[src/text_console_char_writer_defines.svh]
// Assertion macros shared by the text console writer RTL.
`ifndef TEXT_CONSOLE_CHAR_WRITER_DEFINES_SVH
`define TEXT_CONSOLE_CHAR_WRITER_DEFINES_SVH

`ifndef ASSERT_OFF

// Check that cons holds in the same cycle as ante.
`define TCW_ASSERT_IMP(lbl, clk, rst_n, ante, cons) \
    lbl: assert property (@(posedge clk) disable iff (!(rst_n)) (ante) |-> (cons)) \
        else $error("assertion failed: same-cycle implication");

// Check that cons holds in the cycle after ante.
`define TCW_ASSERT_NXT(lbl, clk, rst_n, ante, cons) \
    lbl: assert property (@(posedge clk) disable iff (!(rst_n)) (ante) |=> (cons)) \
        else $error("assertion failed: next-cycle implication");

`else

`define TCW_ASSERT_IMP(lbl, clk, rst_n, ante, cons)
`define TCW_ASSERT_NXT(lbl, clk, rst_n, ante, cons)

`endif

`endif

[src/tcw_pkg.sv]
package tcw_pkg;

    // Screen geometry
    localparam int COLUMNS = 80;
    localparam int ROWS    = 25;

    localparam int COL_W   = 7;
    localparam int ROW_W   = 5;
    localparam int ADDR_W  = 11;
    localparam int CHAR_W  = 8;
    localparam int COLOR_W = 8;
    localparam int CELL_W  = 16;
    localparam int PROD_W  = COL_W + ROW_W;

    localparam logic [COLOR_W-1:0] COLOR_RESET = 8'd7;

    // Control characters and drawn glyphs
    localparam logic [CHAR_W-1:0] CH_NEWLINE   = 8'd10;
    localparam logic [CHAR_W-1:0] CH_RETURN    = 8'd13;
    localparam logic [CHAR_W-1:0] CH_BACKSPACE = 8'd8;
    localparam logic [CHAR_W-1:0] CH_TAB       = 8'd9;
    localparam logic [CHAR_W-1:0] CH_BLANK     = 8'd32;
    localparam logic [CHAR_W-1:0] CH_BLOCK     = 8'd219;
    localparam logic [COL_W:0]    TAB_STEP     = 8'd4;

    typedef enum logic [1:0] {
        OP_PUT   = 2'd0,
        OP_SET   = 2'd1,
        OP_BLINK = 2'd2,
        OP_NONE  = 2'd3
    } t_opcode;

    typedef struct packed {
        logic [COL_W-1:0] column;
        logic [ROW_W-1:0] line;
        logic             blink_on;
    } t_cursor;

    typedef struct packed {
        logic              write_enable;
        logic [ADDR_W-1:0] write_address;
        logic [CELL_W-1:0] cell_value;
    } t_cell_write;

endpackage

[src/tcw_step.sv]
module tcw_step (
    input  tcw_pkg::t_cursor                i_cur,
    input  logic [1:0]                      i_opcode,
    input  logic [tcw_pkg::CHAR_W-1:0]      i_char_code,
    input  logic [tcw_pkg::COL_W-1:0]       i_new_column,
    input  logic [tcw_pkg::ROW_W-1:0]       i_new_row,
    input  logic [tcw_pkg::COLOR_W-1:0]     i_text_color,
    output tcw_pkg::t_cursor                o_cur,
    output tcw_pkg::t_cell_write            o_wr
);
    import tcw_pkg::*;

    t_opcode          op;
    logic [COL_W:0]   col_inc;
    logic [COL_W:0]   col_tab;
    logic [ROW_W:0]   line_inc;
    logic [COL_W-1:0] col_back;
    logic [COL_W-1:0] w_col;
    logic [CHAR_W-1:0] w_char;
    logic             w_en;
    logic [PROD_W-1:0] addr_full;

    assign op       = t_opcode'(i_opcode);
    assign col_inc  = {1'b0, i_cur.column} + (COL_W+1)'(1);
    assign col_tab  = {1'b0, i_cur.column} + TAB_STEP;
    assign line_inc = {1'b0, i_cur.line} + (ROW_W+1)'(1);
    assign col_back = (i_cur.column != '0) ? i_cur.column - COL_W'(1) : '0;

    always_comb begin
        o_cur  = i_cur;
        w_en   = 1'b0;
        w_col  = i_cur.column;
        w_char = CH_BLANK;
        unique case (op)
            OP_PUT: begin
                priority if (i_char_code == CH_NEWLINE) begin
                    w_en         = 1'b1;
                    o_cur.column = '0;
                    o_cur.line   = (line_inc >= (ROW_W+1)'(ROWS)) ? '0
                                                                 : line_inc[ROW_W-1:0];
                end else if (i_char_code == CH_RETURN) begin
                    o_cur.column = '0;
                end else if (i_char_code == CH_BACKSPACE) begin
                    w_en         = 1'b1;
                    w_col        = col_back;
                    o_cur.column = col_back;
                end else if (i_char_code == CH_TAB) begin
                    o_cur.column = (col_tab >= (COL_W+1)'(COLUMNS)) ? '0
                                                                    : col_tab[COL_W-1:0];
                end else begin
                    w_en         = 1'b1;
                    w_char       = i_char_code;
                    o_cur.column = (col_inc >= (COL_W+1)'(COLUMNS)) ? '0
                                                                    : col_inc[COL_W-1:0];
                end
            end
            OP_SET: begin
                o_cur.column = (i_new_column >= COL_W'(COLUMNS)) ? '0 : i_new_column;
                o_cur.line   = (i_new_row >= ROW_W'(ROWS)) ? '0 : i_new_row;
            end
            OP_BLINK: begin
                w_en           = 1'b1;
                o_cur.blink_on = ~i_cur.blink_on;
                w_char         = i_cur.blink_on ? CH_BLOCK : CH_BLANK;
            end
            OP_NONE: begin
            end
            default: begin
            end
        endcase
    end

    // Line stays at the pre-item value for every write
    assign addr_full = PROD_W'(i_cur.line) * PROD_W'(COLUMNS) + PROD_W'(w_col);

    always_comb begin
        o_wr = '0;
        if (w_en) begin
            o_wr.write_enable  = 1'b1;
            o_wr.write_address = addr_full[ADDR_W-1:0];
            o_wr.cell_value    = {i_text_color, w_char};
        end
    end

endmodule

[src/text_console_char_writer.sv]
// An accepted input transaction passes through the input register, then the result register.
// Throughput: one transaction per cycle unless i_out_stall holds a result; the cursor add, wrap
// and the row*COLUMNS address multiply by a constant fit between the input register and result register.
// Reset (i_rst_n low, synchronous): cursor to column 0 / row 0, blink flag set,
// text color 7, both pipeline registers emptied.
`include "text_console_char_writer_defines.svh"

module text_console_char_writer (
    input  logic                            i_clk,
    input  logic                            i_rst_n,
    // configuration: text color attribute
    input  logic                            i_cfg_we,
    input  logic [tcw_pkg::COLOR_W-1:0]     i_cfg_data,
    // input channel
    input  logic                            i_in_valid,
    output logic                            o_in_stall,
    input  logic [1:0]                      i_opcode,
    input  logic [tcw_pkg::CHAR_W-1:0]      i_char_code,
    input  logic [tcw_pkg::COL_W-1:0]       i_new_column,
    input  logic [tcw_pkg::ROW_W-1:0]       i_new_row,
    // output channel
    output logic                            o_out_valid,
    input  logic                            i_out_stall,
    output logic                            o_write_enable,
    output logic [tcw_pkg::ADDR_W-1:0]      o_write_address,
    output logic [tcw_pkg::CELL_W-1:0]      o_cell_value,
    output logic [tcw_pkg::COL_W-1:0]       o_cursor_column,
    output logic [tcw_pkg::ROW_W-1:0]       o_cursor_row
);
    import tcw_pkg::*;

    logic [COLOR_W-1:0] r_color;

    // Input register
    logic               r_in_valid;
    logic [1:0]         r_opcode;
    logic [CHAR_W-1:0]  r_char_code;
    logic [COL_W-1:0]   r_new_column;
    logic [ROW_W-1:0]   r_new_row;

    // Cursor state, advanced only when an item moves into the result register
    t_cursor            r_cur;
    t_cursor            n_cur;
    t_cell_write        n_wr;

    // Result register
    logic               r_out_valid;
    t_cell_write        r_wr;
    logic [COL_W-1:0]   r_out_column;
    logic [ROW_W-1:0]   r_out_row;

    logic               out_free;
    logic               s1_adv;
    logic               in_acc;

    // Result register can load when empty or when its transaction leaves now
    assign out_free   = !r_out_valid || !i_out_stall;
    assign s1_adv     = r_in_valid && out_free;
    assign o_in_stall = r_in_valid && !out_free;
    assign in_acc     = i_in_valid && !o_in_stall;

    always_ff @(posedge i_clk) begin
        if (!i_rst_n) begin
            r_color <= COLOR_RESET;
        end else if (i_cfg_we) begin
            r_color <= i_cfg_data;
        end
    end

    // Input register: hold while the result side is blocked
    always_ff @(posedge i_clk) begin
        if (!i_rst_n) begin
            r_in_valid <= 1'b0;
        end else if (!o_in_stall) begin
            r_in_valid <= i_in_valid;
        end
    end

    always_ff @(posedge i_clk) begin
        if (in_acc) begin
            r_opcode     <= i_opcode;
            r_char_code  <= i_char_code;
            r_new_column <= i_new_column;
            r_new_row    <= i_new_row;
        end
    end

    tcw_step u_step (
        .i_cur        (r_cur),
        .i_opcode     (r_opcode),
        .i_char_code  (r_char_code),
        .i_new_column (r_new_column),
        .i_new_row    (r_new_row),
        .i_text_color (r_color),
        .o_cur        (n_cur),
        .o_wr         (n_wr)
    );

    // Cursor state and result register advance together
    always_ff @(posedge i_clk) begin
        if (!i_rst_n) begin
            r_cur.column   <= '0;
            r_cur.line     <= '0;
            r_cur.blink_on <= 1'b1;
            r_out_valid    <= 1'b0;
        end else begin
            if (s1_adv) begin
                r_cur <= n_cur;
            end
            if (out_free) begin
                r_out_valid <= r_in_valid;
            end
        end
    end

    always_ff @(posedge i_clk) begin
        if (s1_adv) begin
            r_wr         <= n_wr;
            r_out_column <= n_cur.column;
            r_out_row    <= n_cur.line;
        end
    end

    assign o_out_valid     = r_out_valid;
    assign o_write_enable  = r_wr.write_enable;
    assign o_write_address = r_wr.write_address;
    assign o_cell_value    = r_wr.cell_value;
    assign o_cursor_column = r_out_column;
    assign o_cursor_row    = r_out_row;

    // Cursor never leaves the screen
    `TCW_ASSERT_IMP(a_cursor_range, i_clk, i_rst_n, 1'b1, (r_cur.column < COL_W'(COLUMNS)) && (r_cur.line < ROW_W'(ROWS)))
    // A held result reports the cursor that the state now holds
    `TCW_ASSERT_IMP(a_out_matches_state, i_clk, i_rst_n, r_out_valid, (r_out_column == r_cur.column) && (r_out_row == r_cur.line))
    // No write means zero address and cell
    `TCW_ASSERT_IMP(a_idle_write_zero, i_clk, i_rst_n, r_out_valid && !r_wr.write_enable, (r_wr.write_address == '0) && (r_wr.cell_value == '0))
    // An item leaving the input register shows up as a result
    `TCW_ASSERT_NXT(a_stage_moves, i_clk, i_rst_n, s1_adv, r_out_valid)

endmodule
[config.mk]
export PLATFORM = sky130hd
export DESIGN_NAME = text_console_char_writer
export DESIGN_NICKNAME = d
export VERILOG_FILES = /design/src/tcw_pkg.sv /design/src/tcw_step.sv /design/src/text_console_char_writer.sv
export VERILOG_INCLUDE_DIRS = /design/src /design/src/src
export SDC_FILE = /design/constraint.sdc
export NUM_CORES = 1
export LEC_CHECK = 0
export ABC_AREA = 1
export BUFFER_PORTS_ARGS = -buffer_cell sky130_fd_sc_hd__buf_2
export CAP_MARGIN = 10
export CORE_UTILIZATION = 60
export DETAILED_ROUTE_END_ITERATION = 12
export PLACE_DENSITY = 0.84
export SETUP_SLACK_MARGIN = 0.4
export SLEW_MARGIN = 40
export SYNTH_ARGS = -nofsm -noshare
export SYNTH_HDL_FRONTEND = slang
export SYNTH_SLANG_ARGS = --single-unit
[constraint.sdc]
create_clock -name i_clk -period 4 [get_ports i_clk]
set_input_delay 0.2 -clock i_clk [delete_from_list [all_inputs] [get_ports i_clk]]
set_output_delay 0.2 -clock i_clk [all_outputs]
set_load 0.005 [all_outputs]
---- Word-level counts from Yosys, hierarchy flattened ----
Index checks and enable logic that the tools add are counted.
cells by class
  eq/ne operators ......................... 6
  bitwise gates (word level) .............. 1
  multiplexer cells ....................... 28
  $add $sub $neg .......................... 5
  order comparisons ....................... 5
  reductions and logical operators ........ 11
  $mul .................................... 1
operator list
  cell                 number
  $mux 7               12
  $mux 8               5
  $eq 8x4->1 const B   4
  $mux 28              1
  $pmux 12 s2          1
  $ge 8x7->1 const B   2
  $pmux 8 s2           1
  $mux 5               3
  $add 11x7->11        1
  $add 7x1->8 const B  1
  $add 7x3->8 const B  1
  $ge 7x7->1 const B   1
  $mul 5x3->7 const B  1
  $reduce_bool 7->1    1
  $sub 7x1->7 const B  1
  $add 5x1->6 const B  1
  $ge 6x5->1 const B   1
  $ge 5x5->1 const B   1
  $logic_not 1->1      4
  $mux 1               4
  $logic_and 1x1->1    3
  $eq 2x1->1 const B   1
  $eq 2x2->1 const B   1
  $logic_not 2->1      1
  other kinds (4)      4
word-level totals
  logic and storage cells ................. 72
  output and inout bits ................... 42
  input bits .............................. 35
  flip-flop bits (word level) ............. 85

---- Longest topological paths before layout ----
  word-level depth ........................ 8
  gate-level depth with buffers ........... 19
  depth with buffers taken out ............ 19

---- By module ----
From an unflattened synthesis, not the netlist that was laid out.
unflattened totals
  cells, all modules ...................... 541
  area total of the unflattened synthesis .. 4710.8 sq um
by module, submodules not included
  module                    seq. area each (sq um)  instances  area each (sq um)  cells each
  text_console_char_writer  2322.2                  1          2856.5             192
  tcw_step                  0.0                     1          1854.3             349

---- Worst setup path before layout ----
No wires, ideal clock.
  kind .................................... register -> register
  start ................................... register r_char_code[2]
  end ..................................... register r_wr, in the netlist o_write_address[10] (data pin)
  arrival time ............................ 2.465 ns
  stages on the path, launching flop included .. 18
  setup slack ............................. 1.282 ns
  setup time .............................. 0.253 ns
  clock period less this slack ............ 2.718 ns
  cells stage by stage .................... edfxtp_1 -> inv_2 -> nand2_2 -> nor4_4 -> inv_2 -> nor2_4 -> buf_6 -> nand2_1 -> o21ai_1 -> inv_2 -> ha_1 -> fa_1 -> nand2_1 -> inv_1 -> o21ai_0 -> nor3_1 -> nor2_1 -> nor2_1
on the way
  word-level cells in the longest chain between the ends .. 6
RTL lines
  element                                             RTL line                         text
  start, declared                                     text_console_char_writer.sv:37   logic [CHAR_W-1:0] r_char_code;
  start signal, assigned                              text_console_char_writer.sv:82   r_char_code <= i_char_code;
  $eq 8x4->1, on equally long branches                tcw_step.sv:43, tcw_step.sv:47
  $mux 7 / $mux 1 (equally long branches)             tcw_step.sv:43, tcw_step.sv:47
  $mux 7 / $mux 1 (equally long branches)             tcw_step.sv:41, tcw_step.sv:43
  $mux 7 / $mux 1 (equally long branches)             tcw_step.sv:36, tcw_step.sv:41
  $mux 7 / $mux 1 (equally long branches)             tcw_step.sv:34, tcw_step.sv:36
  $add 11x7->11 / $pmux 1 s2 (equally long branches)  tcw_step.sv:74, tcw_step.sv:34
  end signal, assigned                                text_console_char_writer.sv:118  r_wr <= n_wr;
  end, declared                                       text_console_char_writer.sv:48   t_cell_write r_wr;
Parallel ways exist; a longest one is shown, timed or not.
A chain may end at the register's enable or synchronous reset.

---- Final worst setup path ----
Same ends and word-level chain as after synthesis.

==> run_results.csv <==
group,metric,value,unit
outcome,status,"complete, no violations",
setup_path,cp_max_fo,13,
setup_path,crit_required,4.13,ns
place,place_ws,0.8735,ns
routing,dr.pass1.iters,5,
synthesis,synth_seq_cells,85,
grt,grt.total_usage,0.2688,
place,placed_area,0.005024,mm^2
synthesis,syn_area,0.004553,mm^2
place,port_buffers,76,
cts,cts_hold_buf,0,
sta,skew,0.01671,ns
sta,relSlewSlack,0.5397,
sta,setup_tns,0,ns
sta,tightest_slew,0.6862,ns
sta,period_share,0.7892,
setup_path,crit_path_end_kind,"register",
floorplanning,start_util,0.6244,
floorplanning,core_area,0.007292,mm^2
sta,rsz0062_at_grt,"no",
synthesis,avgSynthCellArea,9.088,um^2
grt,grt_max_degree,53,
synthesis,synth.area.top_cells,"edfxtp_1 41%, dfxtp_1 10%, nand2_1 7.4%, inv_1 5.0%, ha_1 4.7%",
power_and_ir_drop,pwr_density_cell,358.1,mW/mm^2
place,hpwl,7.255,mm
setup_path,reg2reg_depth,17,
cts,cts_resized,0,
setup_path,slowest_stage,"edfxtp_1",
synthesis,ys_async_sr_fraction,0,
cts,clk_pin_slew,0.09,ns
synthesis,ys.flop_type,"edfxtp_1",
setup_path,path_class,"register to register",
routing,routed_wl,10.09,mm
final_layout,instances_no_fill,693,
synthesis,synth_cell_type_count,40,
setup_path,cp_top_family,"simple AND/OR/NAND/NOR gates",
power_and_ir_drop,finalPower,1.891,mW
final_layout,drive_gt1_frac,0.2576,
cts,clkLatencyLatePin,0.37,ns
cts,cts_root_buffer,"clkbuf_8",
setup_path,crit_buf_inv,5,
flow_run,maxCapViolCount,0,
synthesis,synth_edf_count,62,
setup_path,worst-path-stages,17,
cts,post_cts_buffers,0,
synthesis,ys_warn_count,0,
setup_path,crit_arrival,3.29,ns
synthesis,synthTopCellsByCount,"90 x nand2_1, 62 x edfxtp_1, 61 x inv_1",
setup_path,critPathLaunch,"r_char_code[2]$_DFFE_PP_",
final_layout,nets,643,
setup_path,cp_common_cell,"inv_2",
setup_path,r2r-end,"o_write_address[10]$_SDFFCE_PN0P_",
power_and_ir_drop,worst_ir_drop_vdd,0.2185,mV
routing,drc,0,
final_layout,nFillCells,565,
sta,finalWorstSetupSlack,0.8433,ns
setup_path,cp_cell_sequence,"inv_2 > nand2_2 > nor4_4 > buf_4 > inv_2 > nor2_4 > nand2_1 > o21ai_1 > inv_2 > ha_1 > fa_1 > nand2_1 > inv_1 > o21ai_0 > nor3_1 > nor2_1 > nor2_1",
synthesis,syn_inst,501,
setup_path,start_kind,"register",
floorplanning,die_w,89.11,um
cts,numCtsBuffers,9,
grt,antenna_found_initial,0,
synthesis,ys_seq_area_frac,0.5100,
floorplanning,io_pins,77,
sta,setup_viol,0,
synthesis,netlist.area_leader.share,0.4089,
sta,hold_viol_final,0,
final_layout,n_antenna_cell,0,
setup_path,r2r_setup_slack,0.84,ns
sta,drv_slew,0,
setup_path,cpPeakStageDelay,0.47,ns
floorplanning,die_h,89.11,um
synthesis,synth_area_leader_cell,"edfxtp_1",
cts,cts_buffer_depth,2,
cts,htreeDepth,3,
cts,cts_tree,"done",
sta,timing.fmax,316.8,MHz
setup_path,r2r_start,"r_char_code[2]$_DFFE_PP_",
floorplanning,rows,31,
synthesis,yosysMostFrequentCell,"nand2_1",
place,place_congestion,0.9453,
place,dp_cells,669,
setup_path,endpoint,"o_write_address[10]$_SDFFCE_PN0P_",
grt,grt_pass1_vias,3483,
synthesis,synthesis.nets,555,
final_layout,regArea,0.002322,mm^2
final_layout,area_growth_syn_to_layout,16.02,%
routing,dr.first_iter.drc_count,272,
sta,period_needed,3.157,ns
power_and_ir_drop,p_leak,2.474,nW
final_layout,fin_area,0.005283,mm^2
routing,viasPerCell,5.388,
grt,grt_pass1_wl,15.90,mm
floorplanning,die_area,0.007941,mm^2
final_layout,multi_input_area,0.001874,mm^2
routing,via_count,3734,
grt,globalRouteOverflowTotal,0,
hold_path,min_path_type,"input pin to register",
cts,cts.sinks,85,
routing,ant_nets,0,
routing,wl_per_cell,14.56,um
## metal layers
| layer | track usage | part of all wire |
|---|---|---|
| met5 | 0 | 0 |
| met4 | 0.1111 | 0.024 |
| met3 | 0.05910 | 0.065 |
| met2 | 0.4469 | 0.47 |
| met1 | 0.3418 | 0.44 |
## flip-flops by register name, indices dropped and copies added (netlist names)
signal and count:
r_cur 13, r_new_row 5, o_out_valid 1, o_write_address 11, r_char_code 8, o_write_enable 1, r_color 8, r_opcode 2
r_in_valid 1, o_cell_value 16, o_cursor_column 7, r_new_column 7, o_cursor_row 5
## worst min path at each step
stage / from / slack [ns] / cells after the start / endpoint
floorplan: i_rst_n / 0.28 / 1 / r_cur[0]$_SDFFE_PN1P_
global placement: i_new_column[6] / 0.38 / 1 / r_new_column[6]$_DFFE_PP_
CTS: i_new_row[0] / 0.007 / 1 / r_new_row[0]$_DFFE_PP_
global route: i_new_column[2] / 0.002 / 1 / r_new_column[2]$_DFFE_PP_
finish: i_new_column[2] / 0.01 / 1 / r_new_column[2]$_DFFE_PP_
detailed placement: i_new_column[6] / 0.38 / 1 / r_new_column[6]$_DFFE_PP_
## per-stage QoR
stage                       util  hold WS [ns]
after floorplan                -        0.2842
after CTS                 0.7135      0.006721
after detailed placement  0.6889        0.3781
final                     0.7244       0.01241
after global routing      0.7244      0.002258
after global placement    0.6889        0.3760
## report_power, final
part           total, mW  leakage [nW]  switching, mW  internal [mW]
sequential          1.05         0.790         0.0424           1.01
combinational      0.291          1.60          0.182          0.109
clock              0.550        0.0855          0.306          0.244
## final cells by class
cell class / count / area share
Timing Repair Buffer: 86 / 0.09000
Inverter: 82 / 0.05827
Clock buffer: 11 / 0.02676
Clock inverter: 5 / 0.007106
Multi-Input combinational cell: 325 / 0.3548
Sequential cell: 85 / 0.4396
Tap cell: 99 / 0.02345
## worst reg2reg max path, cell delays in order (launching register included)
cell	delay, ns
edfxtp_1	0.47
inv_2	0.10
nand2_2	0.09
nor4_4	0.21
buf_4	0.23
inv_2	0.09
nor2_4	0.27
nand2_1	0.09
o21ai_1	0.10
inv_2	0.04
ha_1	0.20
fa_1	0.39
nand2_1	0.07
inv_1	0.04
o21ai_0	0.26
nor3_1	0.10
nor2_1	0.12
nor2_1	0.05
## placed cells by master (no fill, tap or decap), types with 5 or more instances in the layout
cell	count
nand2_1	90
buf_2	76
edfxtp_1	62
inv_1	60
nor2_1	42
a21oi_1	37
nand3_1	31
dfxtp_1	23
inv_2	19
o21ai_0	18
ha_1	17
nand4_1	14
nand2_2	12
o21ai_1	10
clkbuf_8	10
xor2_1	8
dlygate4sd3_1	8
nor2_2	6
nor2_4	6
nand3_2	5
nor3_1	5
## cells by family after synthesis
kind of cell | after synthesis | synth area share
adders and majority gates | 19 | 0.05551
AOI/OAI and AO/OA | 76 | 0.09371
muxes | 1 | 0.002473
DFF | 85 | 0.5100
xor gates and xnor gates | 11 | 0.02446
buffers and inverters | 91 | 0.07997
and+or+nand+nor | 218 | 0.2339
Note: power is estimated with default switching activity, not from simulation.
